$ cat config.mk
export PLATFORM = sky130hd
export DESIGN_NAME = ec_host_port_ram_access
export DESIGN_NICKNAME = d
export VERILOG_FILES = /design/src/rtl/ehp_pkg.sv /design/src/rtl/ehp_ram.sv /design/src/rtl/ehp_front.sv /design/src/rtl/ehp_fifo.sv /design/src/rtl/ehp_back.sv /design/src/rtl/ec_host_port_ram_access.sv
export SDC_FILE = /design/constraint.sdc
export NUM_CORES = 2
export LEC_CHECK = 0
export BUFFER_PORTS_ARGS = -buffer_cell sky130_fd_sc_hd__buf_2
export CORE_UTILIZATION = 35
export DETAILED_ROUTE_END_ITERATION = 16
export PLACE_DENSITY = 0.57
export SYNTH_ARGS = -nofsm -noshare
export SYNTH_HDL_FRONTEND = slang
export SYNTH_SLANG_ARGS = --single-unit
$ cat constraint.sdc
create_clock -name clk -period 9.7 [get_ports clk]
set_clock_uncertainty 0.05 [all_clocks]
set_input_delay 2.425 -clock clk [delete_from_list [all_inputs] [get_ports clk]]
set_output_delay 2.425 -clock clk [all_outputs]
set_load 0.005 [all_outputs]
$ cat src/rtl/ehp_pkg.sv
`default_nettype none

package ehp_pkg;

    // EC RAM geometry
    localparam int RAM_DEPTH = 256;
    localparam int RAM_AW    = (RAM_DEPTH > 1) ? $clog2(RAM_DEPTH) : 1;

    // host command bytes
    localparam logic [7:0] CMD_READ  = 8'h80;
    localparam logic [7:0] CMD_WRITE = 8'h81;

    // status byte bits
    localparam logic [7:0] STS_OBF = 8'h01;
    localparam logic [7:0] STS_IBF = 8'h02;

    // port address reset values
    localparam logic [15:0] CMD_PORT_RESET  = 16'h0066;
    localparam logic [15:0] DATA_PORT_RESET = 16'h0062;

    // configuration register indexes
    localparam int CFG_IDX_W = 8;
    localparam logic [CFG_IDX_W-1:0] CFG_CMD_PORT  = 8'd0;
    localparam logic [CFG_IDX_W-1:0] CFG_DATA_PORT = 8'd1;

    // access class decided by the front end
    typedef enum logic [2:0] {
        OP_MISS,
        OP_STATUS_RD,
        OP_DATA_RD,
        OP_CMD_WR,
        OP_DATA_WR
    } op_t;

    typedef struct packed {
        op_t        op;
        logic [7:0] wd;
    } item_t;

endpackage

`default_nettype wire

$ cat src/rtl/ehp_ram.sv
`default_nettype none

module ehp_ram #(
    parameter int WIDTH = 8,
    parameter int DEPTH = 256
) (
    input  wire logic                             clk,
    input  wire logic                             we,
    input  wire logic [$clog2(DEPTH)-1:0]         waddr,
    input  wire logic [WIDTH-1:0]                 wdata,
    input  wire logic [$clog2(DEPTH)-1:0]         raddr,
    output logic      [WIDTH-1:0]                 rdata
);

    logic [WIDTH-1:0] mem [DEPTH];

    always_ff @(posedge clk)
    begin
        if (we)
        begin
            mem[waddr] <= wdata;
        end
        rdata <= mem[raddr];
    end

endmodule

`default_nettype wire

$ cat src/rtl/ehp_front.sv
`default_nettype none

module ehp_front
    import ehp_pkg::*;
(
    input  wire logic                 clk,
    input  wire logic                 rst_n,
    // host access stream
    input  wire logic                 s_tvalid,
    output logic                      s_tready,
    input  wire logic [23:0]          s_tdata,
    input  wire logic                 s_tuser,
    // config writes
    input  wire logic                 cfg_valid,
    output logic                      cfg_ready,
    input  wire logic [CFG_IDX_W-1:0] cfg_index,
    input  wire logic [15:0]          cfg_data,
    // to queue
    output logic                      push_valid,
    input  wire logic                 push_ready,
    output item_t                     push_item
);

    logic [15:0] cmd_port_reg,  cmd_port_next;
    logic [15:0] data_port_reg, data_port_next;

    logic [15:0] addr;
    logic        is_write;

    assign addr     = s_tdata[15:0];
    assign is_write = s_tuser;

    assign cfg_ready = 1'b1;

    always_comb
    begin
        cmd_port_next  = cmd_port_reg;
        data_port_next = data_port_reg;
        if (cfg_valid)
        begin
            if (cfg_index == CFG_CMD_PORT)
            begin
                cmd_port_next = cfg_data;
            end
            else if (cfg_index == CFG_DATA_PORT)
            begin
                data_port_next = cfg_data;
            end
        end
    end

    always_ff @(posedge clk or negedge rst_n)
    begin
        if (!rst_n)
        begin
            cmd_port_reg  <= CMD_PORT_RESET;
            data_port_reg <= DATA_PORT_RESET;
        end
        else
        begin
            cmd_port_reg  <= cmd_port_next;
            data_port_reg <= data_port_next;
        end
    end

    // command port wins when both decode to one address
    always_comb
    begin
        push_item.wd = s_tdata[23:16];
        if (addr == cmd_port_reg)
        begin
            push_item.op = is_write ? OP_CMD_WR : OP_STATUS_RD;
        end
        else if (addr == data_port_reg)
        begin
            push_item.op = is_write ? OP_DATA_WR : OP_DATA_RD;
        end
        else
        begin
            push_item.op = OP_MISS;
        end
    end

    assign push_valid = s_tvalid;
    assign s_tready   = push_ready;

endmodule

`default_nettype wire

$ cat src/rtl/ehp_fifo.sv
`default_nettype none

module ehp_fifo
    import ehp_pkg::*;
(
    input  wire logic  clk,
    input  wire logic  rst_n,
    input  wire logic  push_valid,
    output logic       push_ready,
    input  wire item_t push_item,
    output logic       pop_valid,
    input  wire logic  pop_ready,
    output item_t      pop_item
);

    item_t       slot_reg [2];
    logic        rd_ptr_reg, rd_ptr_next;
    logic        wr_ptr_reg, wr_ptr_next;
    logic [1:0]  count_reg,  count_next;
    logic        do_push, do_pop;

    assign push_ready = (count_reg != 2'd2);
    assign pop_valid  = (count_reg != 2'd0);
    assign pop_item   = slot_reg[rd_ptr_reg];

    assign do_push = push_valid && push_ready;
    assign do_pop  = pop_valid && pop_ready;

    always_comb
    begin
        rd_ptr_next = rd_ptr_reg ^ do_pop;
        wr_ptr_next = wr_ptr_reg ^ do_push;
        count_next  = count_reg + {1'b0, do_push} - {1'b0, do_pop};
    end

    always_ff @(posedge clk or negedge rst_n)
    begin
        if (!rst_n)
        begin
            rd_ptr_reg <= 1'b0;
            wr_ptr_reg <= 1'b0;
            count_reg  <= 2'd0;
        end
        else
        begin
            rd_ptr_reg <= rd_ptr_next;
            wr_ptr_reg <= wr_ptr_next;
            count_reg  <= count_next;
        end
    end

    always_ff @(posedge clk)
    begin
        if (do_push)
        begin
            slot_reg[wr_ptr_reg] <= push_item;
        end
    end

endmodule

`default_nettype wire

$ cat src/rtl/ehp_back.sv
`default_nettype none

module ehp_back
    import ehp_pkg::*;
(
    input  wire logic        clk,
    input  wire logic        rst_n,
    // from queue
    input  wire logic        pop_valid,
    output logic             pop_ready,
    input  wire item_t       pop_item,
    // result stream
    output logic             m_tvalid,
    input  wire logic        m_tready,
    output logic [7:0]       m_tdata,
    output logic [1:0]       m_tuser
);

    typedef enum logic [1:0] {
        PH_IDLE,
        PH_RD_INDEX,
        PH_WR_INDEX,
        PH_WR_DATA
    } phase_t;

    localparam logic [8:0] DEPTH_LIM = 9'(RAM_DEPTH);

    phase_t               phase_reg,     phase_next;
    logic [7:0]           ram_index_reg, ram_index_next;
    logic [7:0]           out_byte_reg,  out_byte_next;
    logic                 out_full_reg,  out_full_next;
    logic                 load_pend_reg, load_pend_next;
    logic                 load_ok_reg,   load_ok_next;
    logic [RAM_DEPTH-1:0] valid_reg,     valid_next;
    logic                 ovalid_reg,    ovalid_next;
    logic [7:0]           rd_reg,        rd_next;
    logic                 hit_reg,       hit_next;
    logic                 err_reg,       err_next;

    logic             go;
    logic [7:0]       load_byte;
    logic [7:0]       ram_q;
    logic             ram_we;
    logic             head_in_range;
    logic             idx_in_range;

    assign go        = pop_valid && (!ovalid_reg || m_tready);
    assign pop_ready = go;

    assign head_in_range = ({1'b0, pop_item.wd} < DEPTH_LIM);
    assign idx_in_range  = ({1'b0, ram_index_reg} < DEPTH_LIM);

    // buffer byte, with a RAM load from the previous cycle folded in
    assign load_byte = load_pend_reg ? (load_ok_reg ? ram_q : 8'h00) : out_byte_reg;

    ehp_ram #(
        .WIDTH (8),
        .DEPTH (RAM_DEPTH)
    ) u_ram (
        .clk   (clk),
        .we    (ram_we),
        .waddr (ram_index_reg[RAM_AW-1:0]),
        .wdata (pop_item.wd),
        .raddr (pop_item.wd[RAM_AW-1:0]),
        .rdata (ram_q)
    );

    always_comb
    begin
        phase_next     = phase_reg;
        ram_index_next = ram_index_reg;
        out_byte_next  = load_byte;
        out_full_next  = out_full_reg;
        load_pend_next = 1'b0;
        load_ok_next   = load_ok_reg;
        valid_next     = valid_reg;
        ovalid_next    = ovalid_reg && !m_tready;
        rd_next        = rd_reg;
        hit_next       = hit_reg;
        err_next       = err_reg;
        ram_we         = 1'b0;

        if (go)
        begin
            ovalid_next = 1'b1;
            rd_next     = 8'h00;
            hit_next    = 1'b1;
            err_next    = 1'b0;
            case (pop_item.op)
                OP_STATUS_RD:
                begin
                    rd_next = (out_full_reg ? STS_OBF : 8'h00) & ~STS_IBF;
                end
                OP_DATA_RD:
                begin
                    rd_next       = load_byte;
                    out_full_next = 1'b0;
                end
                OP_CMD_WR:
                begin
                    if (pop_item.wd == CMD_READ)
                    begin
                        phase_next = PH_RD_INDEX;
                    end
                    else if (pop_item.wd == CMD_WRITE)
                    begin
                        phase_next = PH_WR_INDEX;
                    end
                    else
                    begin
                        phase_next = PH_IDLE;
                        err_next   = 1'b1;
                    end
                end
                OP_DATA_WR:
                begin
                    case (phase_reg)
                        PH_RD_INDEX:
                        begin
                            ram_index_next = pop_item.wd;
                            load_pend_next = 1'b1;
                            load_ok_next   = head_in_range
                                             && valid_reg[pop_item.wd[RAM_AW-1:0]];
                            out_full_next  = 1'b1;
                            phase_next     = PH_IDLE;
                        end
                        PH_WR_INDEX:
                        begin
                            ram_index_next = pop_item.wd;
                            phase_next     = PH_WR_DATA;
                        end
                        PH_WR_DATA:
                        begin
                            if (idx_in_range)
                            begin
                                ram_we = 1'b1;
                                valid_next[ram_index_reg[RAM_AW-1:0]] = 1'b1;
                            end
                            phase_next = PH_IDLE;
                        end
                        default:
                        begin
                            err_next   = 1'b1;
                            phase_next = PH_IDLE;
                        end
                    endcase
                end
                default:
                begin
                    hit_next = 1'b0;
                end
            endcase
        end
    end

    always_ff @(posedge clk or negedge rst_n)
    begin
        if (!rst_n)
        begin
            phase_reg     <= PH_IDLE;
            ram_index_reg <= 8'h00;
            out_byte_reg  <= 8'h00;
            out_full_reg  <= 1'b0;
            load_pend_reg <= 1'b0;
            load_ok_reg   <= 1'b0;
            valid_reg     <= '0;
            ovalid_reg    <= 1'b0;
            rd_reg        <= 8'h00;
            hit_reg       <= 1'b0;
            err_reg       <= 1'b0;
        end
        else
        begin
            phase_reg     <= phase_next;
            ram_index_reg <= ram_index_next;
            out_byte_reg  <= out_byte_next;
            out_full_reg  <= out_full_next;
            load_pend_reg <= load_pend_next;
            load_ok_reg   <= load_ok_next;
            valid_reg     <= valid_next;
            ovalid_reg    <= ovalid_next;
            rd_reg        <= rd_next;
            hit_reg       <= hit_next;
            err_reg       <= err_next;
        end
    end

    assign m_tvalid = ovalid_reg;
    assign m_tdata  = rd_reg;
    assign m_tuser  = {err_reg, hit_reg};

endmodule

`default_nettype wire

$ cat src/rtl/ec_host_port_ram_access.sv
`default_nettype none

// Channel   | Dir | Handshake             | Payload
// ----------+-----+-----------------------+-----------------------------------------
// s_        | in  | s_tvalid / s_tready   | tdata: port_addr, write_data; tuser: opcode
// m_        | out | m_tvalid / m_tready   | tdata: read_data; tuser: port_hit, proto_error
// cfg_      | in  | cfg_valid / cfg_ready | cfg_index (0 cmd port, 1 data port), cfg_data
//
// Sustained rate is one item per cycle while m_tready is high; the back end retires
// one queued item per cycle into the output register when that register is free.
// m_tvalid rises once the item is written into the queue and then executed into the
// output register. A RAM index load issues the read on the RAM port and folds
// the registered read data into the output buffer the next cycle, with no stall.
// Reset: per-entry valid bits make every RAM entry read as zero until written;
// there is no clearing pass. m_tready low stalls the back end only; the two-entry
// queue keeps accepting until full. cfg_ready is always high.

module ec_host_port_ram_access
    import ehp_pkg::*;
(
    input  wire logic                 clk,
    input  wire logic                 rst_n,
    // host access items
    input  wire logic                 s_tvalid,
    output logic                      s_tready,
    input  wire logic [23:0]          s_tdata,   // [15:0] port_addr, [23:16] write_data
    input  wire logic                 s_tuser,   // [0] opcode (1 = write)
    // result items
    output logic                      m_tvalid,
    input  wire logic                 m_tready,
    output logic [7:0]                m_tdata,   // [7:0] read_data
    output logic [1:0]                m_tuser,   // [0] port_hit, [1] proto_error
    // configuration writes
    input  wire logic                 cfg_valid,
    output logic                      cfg_ready,
    input  wire logic [CFG_IDX_W-1:0] cfg_index,
    input  wire logic [15:0]          cfg_data
);

    logic  push_valid, push_ready;
    item_t push_item;
    logic  pop_valid, pop_ready;
    item_t pop_item;

    // front: port decode against the address registers
    ehp_front u_front (
        .clk        (clk),
        .rst_n      (rst_n),
        .s_tvalid   (s_tvalid),
        .s_tready   (s_tready),
        .s_tdata    (s_tdata),
        .s_tuser    (s_tuser),
        .cfg_valid  (cfg_valid),
        .cfg_ready  (cfg_ready),
        .cfg_index  (cfg_index),
        .cfg_data   (cfg_data),
        .push_valid (push_valid),
        .push_ready (push_ready),
        .push_item  (push_item)
    );

    // decoupling queue between decode and execute
    ehp_fifo u_fifo (
        .clk        (clk),
        .rst_n      (rst_n),
        .push_valid (push_valid),
        .push_ready (push_ready),
        .push_item  (push_item),
        .pop_valid  (pop_valid),
        .pop_ready  (pop_ready),
        .pop_item   (pop_item)
    );

    // back: protocol phase, EC RAM, output buffer, result register
    ehp_back u_back (
        .clk       (clk),
        .rst_n     (rst_n),
        .pop_valid (pop_valid),
        .pop_ready (pop_ready),
        .pop_item  (pop_item),
        .m_tvalid  (m_tvalid),
        .m_tready  (m_tready),
        .m_tdata   (m_tdata),
        .m_tuser   (m_tuser)
    );

endmodule

`default_nettype wire
==> metrics.md <==
| Metric | Value |
|---|---|
| CP peak stage delay | 0.95 ns |
| Die extent in y | ~530 um |
| Post-CTS setup buffer count | 0 |
| CTS Buffer Depth | 3 |
| Hold_buf cts | 0 |
| Crit. End Element | flop |
| Die area | ~280000 sq um |
| Shortest period the worst path allows | ~6.3 ns |
| Worst Tran Pin Value | about 1.4 ns |
| Post-route non-filler standard cell count | 10900 |
| Worst-Skew Late Latency | just under 0.9 ns |
| Setup TNS | 0 ns |
| Crit path DAT | roughly 6.7 ns |
| First-pass GRT wire length | approximately 430000 um |
| Overflow after GRT | 0 |
| Max Slew Vio Count | 0 |
| EDFF count, synth | ~2100 |
| DRC Markers | 0 |
| Avg Inst Size Synth | about 13 sq um |
| CTS tree | yes |
| Final period utilization | about two thirds |
| Area share of the largest cell type after synthesis | 64.5% |
| Largest net degree at the start of global routing | 194 |
| Root cell of the clock tree | clkbuf_16 |
| Worst Path Max Fanout | 18 |
| Pwr/cell area | between 300 and 400 nW/um^2 |
| DR vias | 60800 |
| Layout Area Growth over Synthesis | 12.9% |
| Setup-failing EPs final | 0 |
| Final wirelength | 301000 um |
| CTS Buf Count | about 230 |
| Hold Violations, Final | 0 |
| Ports | 67 |
| # port buffers | 65 |
| Routed len/inst | roughly 28 um |
| CTS resizes | 0 |
| Upper clock frequency limit | 159 MHz |
| Min-delay worst type | reg -> reg |
| # Max-Cap Violations | 0 |
| Die W | between 500 and 600 um |
| Netlist cell types | 68 |
| Proportion of layout cells with a drive suffix above 1 | a little over an eighth |
| CP max-delay cell | nor2_1 |
| RSZ-0062 raised after global routing | false |
| CTS clk-pin slew, worst paths | around 0.06 ns |
| Commonest non-fill, non-tap cell in the layout | edfxtp_1 |
| Gr usage total | 21.2% |
| Yosys reg bits | 2402 |
| Setup CP Type | in -> reg |
| Max IR drop VDD | about 0.25 mV |
| Vias in the first global route | between 50000 and 60000 |
| CORE AREA | around 270000 sq um |
| Post-route worst setup slack | between 3 and 4 ns |
| Most used DFF post-synth | edfxtp_1 |
| Placement Setup Slack | around 2.6 ns |
| Cell taking the most area after synthesis | edfxtp_1 |
| Initial antenna violation count | 15 |
| NumNets Final | about 7200 |
| FFs w/ async S/R, synth | a little over an eighth |
| Clk sinks | approximately 2400 |
| Final GP Congestion | 0.898 |
| Gate Count Post-Synth | roughly 7100 |
| Post-synthesis sequential area ratio | 73.1% |
| DR pass1 iterations | 9 |
| Hpwl dp | ~180000 um |
| Most frequent cells in the layout | edfxtp_1 (2070), nand2_1 (1839), nand3_1 (574) |
| Leak | around 39 nW |
| Synth Net Count | 7199 |
| FP Rows | between 150 and 200 |
| Startpoint Class | input pin |
| Status | finished clean |
| Final ANT Viol Nets | 0 |
| Initial core utilization | 35.2% |
| Rel. slew slack | between 3 and 4% |
| Yosys warnings | 0 |
| Required time of the critical path | roughly 10 ns |
| Inst Count DP | 10500 |
| Synth Cell Area | 96300 sq um |
| Max reg flops | ~2000 |
| Ranking of synthesized cells by area | edfxtp_1 (65%), dfrtp_1 (8.2%), nand2_1 (7.2%) |
| H-tree lvl count | 4 |
| CP Cell Sequence | buf_2 > nand2b_1 > o21ai_1 > buf_4 > nor3_1 > nand2_1 > nor3_1 > buf_4 > nand3_1 > nor2_1 |
| Post-DR vias/cell | 5.57 |
| Starting DRT DRC Count | 7620 |
## worst max-delay path, delay by kind of cell
family          cells  cell delay [ns]
buf+inv             3             0.53
simple gates        6             3.67
compound gates      1             0.07
## routing by layer
layer / wire [um] / track usage (%) / share of wire (%) / up-vias
met3: 25700 / 4.18 / 8.5 / 564
met1: 125000 / 29.2 / 42 / 31100
met4: 12300 / 8.40 / 4.1 / 4
li1: - / - / - / 26200
met5: 56 / 0 / 0.019 / -
met2: 138000 / 32.9 / 46 / 2975
## metrics by stage
stage | total power [W] | hold slack (ns) | instance area (sq um) | util, %
after floorplan | 0.0186 | 0.384 | 96300 | -
after global routing | 0.0336 | 0.424 | 109000 | 39.8
final | 0.0327 | 0.412 | 109000 | 39.8
after CTS | 0.0326 | 0.413 | 109000 | 39.8
after detailed placement | 0.0232 | 0.398 | 101000 | 36.8
after global placement | 0.0232 | 0.400 | 101000 | 36.8
## final timing paths
path,slack (ns),to,startpoint,cells after the start
setup / recovery,3.39,u_back.u_ram.mem[205][0],m_tready,10
hold / removal,0.41,u_back.valid_reg[183],u_back.valid_reg[183],1
setup reg to reg,4.00,u_back.u_ram.rdata[4],u_fifo.rd_ptr_reg,12
hold reg to reg,0.41,u_back.valid_reg[183],u_back.valid_reg[183],1
max in group asynchronous,6.65,u_back.valid_reg[167],rst_n,2
min in group asynchronous,1.50,u_back.valid_reg[192],rst_n,1
## power by group
part | leakage, nW | internal, W | total [W] | switching (W)
registers | 23.1 | 0.0125 | 0.0126 | 0.000153
clock network | 3.91 | 0.00550 | 0.00951 | 0.00401
logic | 12.0 | 0.00246 | 0.0105 | 0.00807
## area by class of cell
cell class	count	area [sq um]
diodes	7	17.5
repair buffers	196	1570
multi-input cells	4260	24100
fillers	25200	165000
well taps	3589	4490
inverters	25	159
flip-flops and latches	2402	70400
clock inverters	134	1590
clock buffers	312	6450
## synthesized netlist by cell type, types with 21 or more instances
cell,number
edfxtp_1,2070
nand2_1,1843
nand3_1,580
dfrtp_1,317
nor2_1,306
mux2i_1,267
or2_2,257
a311oi_1,206
buf_2,204
and3_1,200
clkbuf_1,190
a31oi_1,85
mux4_2,71
o21ai_0,56
buf_1,48
a32oi_1,45
a21oi_1,39
mux2_2,37
nand4_1,37
o31ai_1,32
xnor2_1,27
inv_1,21
## cell families after synthesis
kind of cell	synth area share, %
simple gates	14.9
flops	73.1
compound gates	4.47
buf+inv	2.15
mux	4.91
xor+xnor	0.318
fa+ha+maj	0.104
other cells	0.00389
(Power assumes the default switching activity.)
